File: src/rtl/sha_pkg.sv
// Shared types, constants and round functions of the SHA-256 stream hasher.
`timescale 1ns / 1ps
package sha_pkg;
    localparam int NumChain  = 8;
    localparam int NumBlock  = 16;
    localparam int NumRounds = 64;

    typedef logic [31:0] t_word;

    typedef enum logic [2:0] {
        ST_IDLE,
        ST_ROUND,
        ST_ADD,
        ST_PAD,
        ST_OUT
    } t_state;

    // Control from the sequencer to the message schedule cells.
    typedef struct packed {
        logic       load;
        logic [3:0] load_idx;
        t_word      load_data;
        logic       shift;
    } t_sched_ctl;

    localparam t_word InitReset [NumChain] = '{
        32'h6a09e667, 32'hbb67ae85, 32'h3c6ef372, 32'ha54ff53a,
        32'h510e527f, 32'h9b05688c, 32'h1f83d9ab, 32'h5be0cd19
    };

    localparam t_word RoundK [NumRounds] = '{
        32'h428a2f98, 32'h71374491, 32'hb5c0fbcf, 32'he9b5dba5,
        32'h3956c25b, 32'h59f111f1, 32'h923f82a4, 32'hab1c5ed5,
        32'hd807aa98, 32'h12835b01, 32'h243185be, 32'h550c7dc3,
        32'h72be5d74, 32'h80deb1fe, 32'h9bdc06a7, 32'hc19bf174,
        32'he49b69c1, 32'hefbe4786, 32'h0fc19dc6, 32'h240ca1cc,
        32'h2de92c6f, 32'h4a7484aa, 32'h5cb0a9dc, 32'h76f988da,
        32'h983e5152, 32'ha831c66d, 32'hb00327c8, 32'hbf597fc7,
        32'hc6e00bf3, 32'hd5a79147, 32'h06ca6351, 32'h14292967,
        32'h27b70a85, 32'h2e1b2138, 32'h4d2c6dfc, 32'h53380d13,
        32'h650a7354, 32'h766a0abb, 32'h81c2c92e, 32'h92722c85,
        32'ha2bfe8a1, 32'ha81a664b, 32'hc24b8b70, 32'hc76c51a3,
        32'hd192e819, 32'hd6990624, 32'hf40e3585, 32'h106aa070,
        32'h19a4c116, 32'h1e376c08, 32'h2748774c, 32'h34b0bcb5,
        32'h391c0cb3, 32'h4ed8aa4a, 32'h5b9cca4f, 32'h682e6ff3,
        32'h748f82ee, 32'h78a5636f, 32'h84c87814, 32'h8cc70208,
        32'h90befffa, 32'ha4506ceb, 32'hbef9a3f7, 32'hc67178f2
    };

    function automatic t_word rotr(input t_word x, input int n);
        rotr = (x >> n) | (x << (32 - n));
    endfunction

    function automatic t_word ssig0(input t_word x);
        ssig0 = rotr(x, 7) ^ rotr(x, 18) ^ (x >> 3);
    endfunction

    function automatic t_word ssig1(input t_word x);
        ssig1 = rotr(x, 17) ^ rotr(x, 19) ^ (x >> 10);
    endfunction

    function automatic t_word bsig0(input t_word x);
        bsig0 = rotr(x, 2) ^ rotr(x, 13) ^ rotr(x, 22);
    endfunction

    function automatic t_word bsig1(input t_word x);
        bsig1 = rotr(x, 6) ^ rotr(x, 11) ^ rotr(x, 25);
    endfunction
endpackage

File: src/rtl/sha_sched_cell.sv
// One cell of the message schedule chain: holds a word, loads or takes its neighbor's.
`timescale 1ns / 1ps
module sha_sched_cell (
    input  logic         i_clk,
    input  logic         i_load,
    input  sha_pkg::t_word i_load_data,
    input  logic         i_shift,
    input  sha_pkg::t_word i_neighbor,
    output sha_pkg::t_word o_word
);
    import sha_pkg::*;

    t_word r_word;

    always_ff @(posedge i_clk) begin
        if (i_load) begin
            r_word <= i_load_data;
        end else if (i_shift) begin
            r_word <= i_neighbor;
        end
    end

    assign o_word = r_word;
endmodule

File: src/rtl/sha_sched.sv
// Message schedule: a row of sixteen cells that shift one word per round.
`timescale 1ns / 1ps
module sha_sched (
    input  logic               i_clk,
    input  sha_pkg::t_sched_ctl i_ctl,
    output sha_pkg::t_word     o_w
);
    import sha_pkg::*;

    t_word w_cell [NumBlock];
    t_word w_next;

    // Cell 0 holds w[t]; the new word enters at cell 15.
    assign w_next = w_cell[0] + ssig0(w_cell[1]) + w_cell[9] + ssig1(w_cell[14]);

    for (genvar g = 0; g < NumBlock; g++) begin : g_cell
        t_word w_nb;
        if (g == NumBlock - 1) begin : g_end
            assign w_nb = w_next;
        end else begin : g_mid
            assign w_nb = w_cell[g + 1];
        end
        sha_sched_cell u_cell (
            .i_clk      (i_clk),
            .i_load     (i_ctl.load && (i_ctl.load_idx == 4'(g))),
            .i_load_data(i_ctl.load_data),
            .i_shift    (i_ctl.shift),
            .i_neighbor (w_nb),
            .o_word     (w_cell[g])
        );
    end

    assign o_w = w_cell[0];
endmodule

File: src/rtl/sha256_stream_hasher.sv
// Top level of the SHA-256 stream hasher: input framing, padding, round datapath, output.
//
// Usage: message words arrive on the input channel (i_valid/o_ready) as big-endian
// 32-bit beats with a byte count and an end flag. Every sixteenth word starts a
// 64-round compression, one round per cycle, followed by an add into the chain;
// o_ready stays low meanwhile. A word that does not fill a block is only stored.
// Throughput is set by the single round unit fed by the schedule cells: no new
// word is taken until a block's rounds and add are done.
// After the final beat one or two compressions run; the padding words are written
// one per cycle into the schedule cells before each block that holds them. Then
// eight digest beats go out on o_valid/i_ready, index 0 first, last_word on the
// eighth, once the last padded block has been added into the chain.
// If the receiver stalls, the current digest beat holds and no input is taken
// until all eight are delivered. After the digest the initial words reload.
// Reset (synchronous, active low) restores the standard SHA-256 initial words
// and an empty message. Configuration writes (i_cfg_valid/o_cfg_ready) are
// always taken; the 3-bit index reaches all eight initial words.
`timescale 1ns / 1ps
module sha256_stream_hasher (
    input  logic        i_clk,
    input  logic        i_rst_n,
    input  logic        i_valid,
    output logic        o_ready,
    input  logic [31:0] i_data_word,
    input  logic [2:0]  i_byte_count,
    input  logic        i_end_of_message,
    output logic        o_valid,
    input  logic        i_ready,
    output logic [31:0] o_digest_word,
    output logic [2:0]  o_word_index,
    output logic        o_last_word,
    input  logic        i_cfg_valid,
    output logic        o_cfg_ready,
    input  logic [2:0]  i_cfg_index,
    input  logic [31:0] i_cfg_data
);
    import sha_pkg::*;

    t_state     r_state, n_state;
    t_word      r_init [NumChain];
    t_word      r_chain [NumChain];
    t_word      r_v [NumChain];
    logic [3:0] r_fill;
    logic [63:0] r_bitlen;
    logic       r_in_msg;
    logic [5:0] r_round;
    logic [3:0] r_pad_idx;
    logic       r_pad_done;   // final beat taken, held until the digest is out
    logic       r_two;        // length block still to come after this compress
    logic [2:0] r_out_idx;
    logic       r_pad_first_flag;   // a standalone 0x80 word is still owed

    t_sched_ctl w_ctl;
    t_word      w_w;
    logic       w_acc;
    t_word      w_base [NumChain];
    t_word      w_t1, w_t2;
    logic [2:0] w_bc;
    t_word      w_last;
    logic [3:0] w_pad_first;

    assign o_cfg_ready = 1'b1;
    assign w_acc = i_valid && o_ready;

    // Chain base for a new message comes from the init words.
    always_comb begin
        for (int i = 0; i < NumChain; i++) begin
            w_base[i] = r_in_msg ? r_chain[i] : r_init[i];
        end
    end

    assign w_bc = (i_byte_count > 3'd4) ? 3'd4 : i_byte_count;

    // Final word with pad byte merged in, when it holds fewer than four bytes.
    always_comb begin
        case (w_bc)
            3'd0:    w_last = 32'h8000_0000;
            3'd1:    w_last = {i_data_word[31:24], 24'h80_0000};
            3'd2:    w_last = {i_data_word[31:16], 16'h8000};
            3'd3:    w_last = {i_data_word[31:8], 8'h80};
            default: w_last = i_data_word;
        endcase
    end

    // Pad words written after the final beat start here.
    assign w_pad_first = r_fill;

    assign w_t1 = r_v[7] + bsig1(r_v[4]) + ((r_v[4] & r_v[5]) ^ (~r_v[4] & r_v[6]))
                  + RoundK[r_round] + w_w;
    assign w_t2 = bsig0(r_v[0]) + ((r_v[0] & r_v[1]) ^ (r_v[0] & r_v[2]) ^ (r_v[1] & r_v[2]));

    // Pad word for the current pad slot.
    t_word w_pad_word;
    always_comb begin
        if (r_pad_idx == 4'(NumBlock - 2) && !r_two) begin
            w_pad_word = r_bitlen[63:32];
        end else if (r_pad_idx == 4'(NumBlock - 1) && !r_two) begin
            w_pad_word = r_bitlen[31:0];
        end else if (r_pad_idx == r_fill && r_pad_first_flag) begin
            w_pad_word = 32'h8000_0000;
        end else begin
            w_pad_word = '0;
        end
    end

    always_comb begin
        n_state = r_state;
        case (r_state)
            ST_IDLE: begin
                if (w_acc) begin
                    if (r_fill == 4'(NumBlock - 1)) begin
                        // a full block runs at once; on a final beat the padding follows it
                        n_state = ST_ROUND;
                    end else if (i_end_of_message) begin
                        n_state = ST_PAD;
                    end
                end
            end
            ST_PAD:   if (r_pad_idx == 4'(NumBlock - 1)) n_state = ST_ROUND;
            ST_ROUND: if (r_round == 6'(NumRounds - 1)) n_state = ST_ADD;
            ST_ADD: begin
                if (!r_pad_done) n_state = ST_IDLE;
                else if (r_two)  n_state = ST_PAD;
                else             n_state = ST_OUT;
            end
            ST_OUT:   if (i_ready && r_out_idx == 3'(NumChain - 1)) n_state = ST_IDLE;
            default:  n_state = ST_IDLE;
        endcase
    end

    always_comb begin
        o_ready = (r_state == ST_IDLE);
        o_valid = (r_state == ST_OUT);
        o_digest_word = r_chain[r_out_idx];
        o_word_index = r_out_idx;
        o_last_word = (r_out_idx == 3'(NumChain - 1));
        w_ctl.load = 1'b0;
        w_ctl.load_idx = r_fill;
        w_ctl.load_data = i_data_word;
        w_ctl.shift = (r_state == ST_ROUND);
        case (r_state)
            ST_IDLE: begin
                if (w_acc) begin
                    w_ctl.load = 1'b1;
                    w_ctl.load_data = i_end_of_message ? w_last : i_data_word;
                end
            end
            ST_PAD: begin
                w_ctl.load = (r_pad_idx >= w_pad_first);
                w_ctl.load_idx = r_pad_idx;
                w_ctl.load_data = w_pad_word;
            end
            default: ;
        endcase
    end

    always_ff @(posedge i_clk) begin
        if (!i_rst_n) begin
            r_state <= ST_IDLE;
            r_fill <= '0;
            r_bitlen <= '0;
            r_in_msg <= 1'b0;
            r_round <= '0;
            r_pad_idx <= '0;
            r_pad_done <= 1'b0;
            r_two <= 1'b0;
            r_out_idx <= '0;
            r_pad_first_flag <= 1'b0;
            for (int i = 0; i < NumChain; i++) begin
                r_init[i] <= InitReset[i];
                r_chain[i] <= InitReset[i];
            end
        end else begin
            r_state <= n_state;
            if (i_cfg_valid) begin
                r_init[i_cfg_index] <= i_cfg_data;
            end
            case (r_state)
                ST_IDLE: begin
                    if (w_acc) begin
                        r_in_msg <= 1'b1;
                        for (int i = 0; i < NumChain; i++) begin
                            r_chain[i] <= w_base[i];
                            r_v[i] <= w_base[i];
                        end
                        r_round <= '0;
                        if (!i_end_of_message) begin
                            r_bitlen <= r_bitlen + 64'd32;
                            r_fill <= r_fill + 4'd1;
                        end else begin
                            r_bitlen <= r_bitlen + 64'({w_bc, 3'b000});
                            r_pad_done <= 1'b1;
                            r_pad_idx <= '0;
                            if (w_bc == 3'd4) begin
                                // separate 0x80 word follows
                                r_pad_first_flag <= 1'b1;
                                r_fill <= r_fill + 4'd1;
                                r_two <= (r_fill >= 4'(NumBlock - 3));
                            end else begin
                                r_pad_first_flag <= 1'b0;
                                r_fill <= r_fill + 4'd1;
                                r_two <= (r_fill >= 4'(NumBlock - 2));
                            end
                        end
                    end
                end
                ST_PAD: begin
                    r_pad_idx <= r_pad_idx + 4'd1;
                    if (r_pad_idx == 4'(NumBlock - 1)) begin
                        r_fill <= '0;
                        r_pad_first_flag <= 1'b0;
                    end
                end
                ST_ROUND: begin
                    r_round <= r_round + 6'd1;
                    r_v[7] <= r_v[6];
                    r_v[6] <= r_v[5];
                    r_v[5] <= r_v[4];
                    r_v[4] <= r_v[3] + w_t1;
                    r_v[3] <= r_v[2];
                    r_v[2] <= r_v[1];
                    r_v[1] <= r_v[0];
                    r_v[0] <= w_t1 + w_t2;
                end
                ST_ADD: begin
                    for (int i = 0; i < NumChain; i++) begin
                        r_chain[i] <= r_chain[i] + r_v[i];
                        r_v[i] <= r_chain[i] + r_v[i];
                    end
                    r_round <= '0;
                    r_fill <= '0;
                    r_pad_idx <= '0;
                    if (r_two) begin
                        // next block is zeros plus length, led by 0x80 if still owed
                        r_two <= 1'b0;
                    end
                    r_out_idx <= '0;
                end
                ST_OUT: begin
                    if (i_ready) begin
                        r_out_idx <= r_out_idx + 3'd1;
                        if (r_out_idx == 3'(NumChain - 1)) begin
                            r_pad_done <= 1'b0;
                            r_in_msg <= 1'b0;
                            r_bitlen <= '0;
                            r_fill <= '0;
                            for (int i = 0; i < NumChain; i++) begin
                                r_chain[i] <= r_init[i];
                            end
                        end
                    end
                end
                default: ;
            endcase
        end
    end

    sha_sched u_sched (
        .i_clk(i_clk),
        .i_ctl(w_ctl),
        .o_w  (w_w)
    );

    a_no_in_while_out: assert property (@(posedge i_clk) disable iff (!i_rst_n)
        o_valid |-> !o_ready) else $error("input taken during digest");
    a_round_wrap: assert property (@(posedge i_clk) disable iff (!i_rst_n)
        (r_state == ST_ROUND && r_round == 6'd63) |=> r_state == ST_ADD)
        else $error("round count overrun");
    a_out_hold: assert property (@(posedge i_clk) disable iff (!i_rst_n)
        (o_valid && !i_ready) |=> $stable(o_word_index))
        else $error("digest index moved under stall");
endmodule

File: config.mk
export PLATFORM = sky130hd
export DESIGN_NAME = sha256_stream_hasher
export DESIGN_NICKNAME = d
export VERILOG_FILES = /design/src/rtl/sha_pkg.sv /design/src/rtl/sha_sched_cell.sv /design/src/rtl/sha_sched.sv /design/src/rtl/sha256_stream_hasher.sv
export SDC_FILE = /design/constraint.sdc
export NUM_CORES = 2
export LEC_CHECK = 0
export ABC_AREA = 1
export BUFFER_PORTS_ARGS = -buffer_cell sky130_fd_sc_hd__buf_2
export CAP_MARGIN = 5
export CORE_MARGIN = 2
export CORE_UTILIZATION = 30
export CTS_CLUSTER_DIAMETER = 150
export CTS_CLUSTER_SIZE = 12
export DETAILED_ROUTE_END_ITERATION = 8
export PLACE_DENSITY = 0.56
export SLEW_MARGIN = 20
export SYNTH_ARGS = -nofsm -noshare
export SYNTH_HDL_FRONTEND = slang
export SYNTH_SLANG_ARGS = --single-unit
File: constraint.sdc
create_clock -name i_clk -period 11.3 [get_ports i_clk]
set_clock_uncertainty 0.1 [all_clocks]
set_input_delay 1.13 -clock i_clk [delete_from_list [all_inputs] [get_ports i_clk]]
set_output_delay 1.13 -clock i_clk [all_outputs]
set_load 0.01 [all_outputs]
## Word level (Yosys, flattened, before mapping)

Memories as Yosys holds them, arrays and structs flattened. A register that Yosys moved wholly into a read port is not among the register bits.
Cells that the tools add are included.

| operators by class | value |
|---|---|
| $add $sub $neg | 24 |
| magnitude comparators | 5 |
| equality and inequality tests | 37 |
| multiplexer cells | 158 |
| bitwise operators | 68 |
| reductions and logical operators | 58 |

Operator list:

| kind | number |
|---|---|
| $mux 32 | 88 |
| $add 32x32->32 | 18 |
| $xor 32x32->32 | 9 |
| $mux 64 | 4 |
| $and 32x32->32 | 5 |
| $pmux 32 s4 | 1 |
| $pmux 64 s2 | 1 |
| $add 64x6->64 | 1 |
| $add 64x6->64 const B | 1 |
| $pmux 32 s2 | 1 |
| $eq 4x4->1 const B | 11 |
| $or 1x1->1 | 40 |
| $reduce_bool 2->1 | 20 |
| $mux 3 | 13 |
| $mux 1 | 32 |
| $not 32->32 | 1 |
| $or 10x32->32 | 1 |
| $or 13x32->32 | 1 |
| $or 14x32->32 | 1 |
| $or 15x32->32 | 1 |
| $or 19x32->32 | 1 |
| $or 21x32->32 | 1 |
| $or 25x32->32 | 1 |
| $or 26x32->32 | 1 |
| other kinds (42) | 96 |

| word-level totals | value |
|---|---|
| bits in registers | 600 |
| bits in writable memories | 768 |
| memory bits (read-only) | 2048 |
| input port bits | 76 |
| output and inout port bits | 39 |
| logic and storage cells | 380 |
| memories | 4 |

Memory list:

| name | depth | width | read ports | clocked after Yosys merged registers in | wr ports | line | RTL |
|---|---|---|---|---|---|---|---|
| (name not given) | 64 | 32 | 1 | 0 | 0 | sha256_stream_hasher.sv:89 | `+ RoundK[r_round] + w_w;` |
| r_chain | 8 | 32 | 9 | 1 | 8 | sha256_stream_hasher.sv:41 | `t_word r_chain [NumChain];` |
| r_init | 8 | 32 | 8 | 0 | 8 | sha256_stream_hasher.sv:40 | `t_word r_init [NumChain];` |
| r_v | 8 | 32 | 8 | 0 | 8 | sha256_stream_hasher.sv:42 | `t_word r_v [NumChain];` |

## Longest topological paths before layout

An unclocked memory read counts as a cell.

| logic depth | value |
|---|---|
| depth after elaboration | 11 |
| gate-level depth with buffers | 45 |
| gate-level depth less buffers | 44 |

## By module

From an unflattened synthesis, not the netlist that was laid out.

| second synthesis, totals | value |
|---|---|
| cell total of the unflattened synthesis | 12857 |
| area total of the unflattened synthesis | 99954.6 µm² |

By module, submodules not included:

| module | instances | cells each | area each (µm²) |
|---|---|---|---|
| sha256_stream_hasher | 1 | 9846 | 72325.6 |
| sha_sched_cell | 16 | 137 | 1401.3 |
| sha_sched | 1 | 819 | 5207.5 |

## Worst setup path after synthesis

No wires, ideal clock.

| path | value |
|---|---|
| path type | register to register |
| start point | register r_round[2] |
| end point | memory r_v[0][27] (netlist name), data pin |
| arrival time | 7.127 ns |
| path slack | 3.821 ns |
| stages on the path, launching flop included | 37 |
| buffers on the path | 2 |
| period minus slack after synthesis | 7.479 ns |
| path through | dfxtp_1 buf_2 clkinv_1 clkbuf_1 ha_1 nand2_1 nand2_1 o311ai_0 o21ai_0 fa_1 inv_1 fa_1 fa_1 inv_1 ha_1 fa_1 nand2_1 nand3_1 nand2_1 nand2_1 a21oi_1 o21ai_0 a21boi_0 xor2_1 fa_1 inv_1 ha_1 nand2_1 nor2_1 nand2_1 or2_2 nand3_1 a21oi_1 o21ai_0 nand2_1 nand2_1 nand2_1 |

RTL lines:

| item | line | RTL |
|---|---|---|
| from (decl) | sha256_stream_hasher.sv:46 | `logic [5:0] r_round;` |
| from (signal assigned) | sha256_stream_hasher.sv:215 | `r_round <= r_round + 6'd1;` |
| to (decl) | sha256_stream_hasher.sv:42 |  |

==> flow_summary.toml <==
[outcome]
status = "finished clean"

[global_routing]
grt_max_degree = 157
grt_pass1_vias = 87200
track_usage_pct = 28.9
antenna_found_initial = 56
overflow = 0
grt_pass1_wl_um = 689000

[cells_and_area]
multi_input_area_sq_um = 51500
area.growth.synth_to_final_pct = 9.36
seqCellArea_sq_um = 40200
fillers = 35100
final_nets = 13300
drive_gt1_share_pct = 4.93

[clocking]
ctsHtreeMaxLevel = 4
clock_sinks = 1368
hold_buffers = 0
clk_path_buf_depth = 4
clock_latency_ps = 860
cts_root_buf = "clkbuf_16"
postCtsSetupBuffers = 0
clk_pin_slew_worst_paths_ps = 70
cts_tree = "built"
ctsResizeCount = 0
numCtsBuffers = 140

[synthesis]
synth_cell_type_count = 67
ys_seq_area_share_pct = 40.6
yosys_register_bits = 1368
yosysTopAreaCell = "edfxtp_1"
ys_top_cells_by_count = "nand2_1 (3,037), o21ai_0 (1,486), inv_1 (1,320)"
synthFlopType = "edfxtp_1"
avgSynthCellArea_sq_um = 7.79
synth_area_leaders = "edfxtp_1 (39%), nand2_1 (12%), o21ai_0 (7.5%)"
yosysMostFrequentCell = "nand2_1"
yosysWarnings = 0
synth_edf_count = 1280
synth_async_sr_flop_share_pct = 0
synth_top_area_share_pct = 38.8
synthCells = 12700
syn_area_sq_um = 99000
synthesis.nets = 13400

[worst_hold_path]
hold_class = "reg2reg"
hold_depth = 2

[timing]
fmax_mhz = 101
fin_setup_tns_ps = 0
rsz0062_at_grt = "false"
period_share_pct = 87.9
worst_slew_pin_slew_ps = 1310
setup_viol = 0
slew-limit-headroom_pct = 12.8
slew_viol_final = 0
period_minus_slack_ps = 9930
finalHoldViolCount = 0

[floorplanning]
fp.dieH_um = 578
initial_core_util_pct = 30.2
fp.dieW_um = 578
num_io_pins = 115
rows = 210
dieArea_sq_um = 335000
core_sq_um = 328000

[critical_path]
required_ps = 11770
reg2reg_depth = 36
worst-path-max-fanout = 12
crit_path_end_kind = "flip-flop"
max_stage_delay_ps = 740
startpoint_type = "flip-flop"
path_class = "reg2reg"
path_common_cell = "nand2_1"
cp_slowest_cell = "dfxtp_1"
cp.arrival_ps = 10390

[detailed_routing]
dr_total_vias = 96200
drc = 0
ant_nets = 0
vias_per_cell = 5.66
first_pass_iters = 6
wl_um = 499000
routedWlPerCell_um = 29.4
drt_iter0_markers = 13900

[placement]
io_buffers = 113
place.gp.congestion = 1.04
dp_hpwl_um = 374000

[job]
maxCapViolCount = 0
through the flow:
step,cell area [sq um],setup slack [ps],hold WS (ps),std cells,util (%)
final,108000,1370,388,17000,33.0
after CTS,108000,1480,387,17000,33.0
after floorplan,99000,3820,356,12700,-
after global placement,104000,1620,373,16800,31.8
after global routing,108000,858,420,17000,33.0
after detailed placement,104000,1550,378,16800,31.8
worst paths after layout:
| path | startpoint | end | slack (ps) |
|---|---|---|---|
| max | r_round[1] | r_v[0][31] | 1370 |
| min | r_bitlen[63] | r_bitlen[63] | 390 |
| max reg2reg | r_round[1] | r_v[0][31] | 1370 |
| min reg2reg | r_bitlen[63] | r_bitlen[63] | 390 |
layout by cell type (no fill, tap or decap), drive strengths merged, types with 5 or more instances in the layout:
cell type,count
buf,314
clkbuf,173
o211ai,95
clkinv,16
edfxtp,1280
mux2i,17
nand2b,6
a211oi,10
xnor2,174
a221o,5
o21bai,66
a21boi,24
a21oi,966
or2,50
nor2,1076
o221ai,34
nand2,3039
nand4,152
nand3b,44
a22oi,59
fa,196
nor3,113
a221oi,13
o21a,35
a31oi,139
o21ai,1743
o22ai,41
a21o,46
nor4,25
nand3,579
xor2,169
nor3b,5
ha,409
dfxtp,88
o311ai,8
inv,1341
diode,36
maj3,14
o31ai,16
final cells by class:
type	count	area share (%)
Inverter	1354	4.72
Sequential cell	1368	37.1
Tap cell	4346	5.02
Clock buffer	173	3.39
Timing Repair Buffer	314	1.97
Antenna cell	36	0.0832
Clock inverter	4	0.0717
Multi-Input combinational cell	9395	47.6
sequential cells by signal (all words and copies together), names as in the netlist, named ones only:
| register | count |
|---|---|
| r_fill | 4 |
| r_round | 6 |
| r_chain | 256 |
| r_pad_idx | 4 |
| r_v | 256 |
| r_two | 1 |
| u_sched.g_cell.u_cell.o_word | 512 |
| r_state | 3 |
| r_init | 256 |
| o_word_index | 3 |
| r_in_msg | 1 |
| r_pad_first_flag | 1 |
| r_bitlen | 61 |
| r_pad_done | 1 |
worst max-delay path: cells and delay by family (launching register included):
family,cells,cell delay [ps]
AO/OA/AOI/OAI,7,2040
AND/OR/NAND/NOR,15,2120
adder cells (fa/ha/maj),7,3210
buffers and inverters,6,940
flip-flops,1,740
XOR/XNOR,1,470
metal layers:
| layer | vias up | GRT usage (%) | share of wire (%) |
|---|---|---|---|
| li1 | 43000 | - | - |
| met5 | - | 0 | 0.047 |
| met3 | 949 | 7.53 | 12 |
| met1 | 46600 | 39.9 | 41 |
| met2 | 5688 | 41.4 | 41 |
| met4 | 36 | 14.7 | 5.8 |
kinds of logic (layout without fill, tap and decap cells):
group	after synthesis	after routing	synth area share (%)
mux	17	17	0.172
simple gates	5098	5098	21.1
compound gates	3317	3317	18.2
xor+xnor	343	343	3.03
buf+inv	1949	1845	7.58
flops	1368	1368	40.6
other cells	1	37	0.00379
fa+ha+maj	619	619	9.27
Power is left out: the tool's default activity adds up to more than one toggle a clock period on the data nets, which glitch-free logic cannot reach.
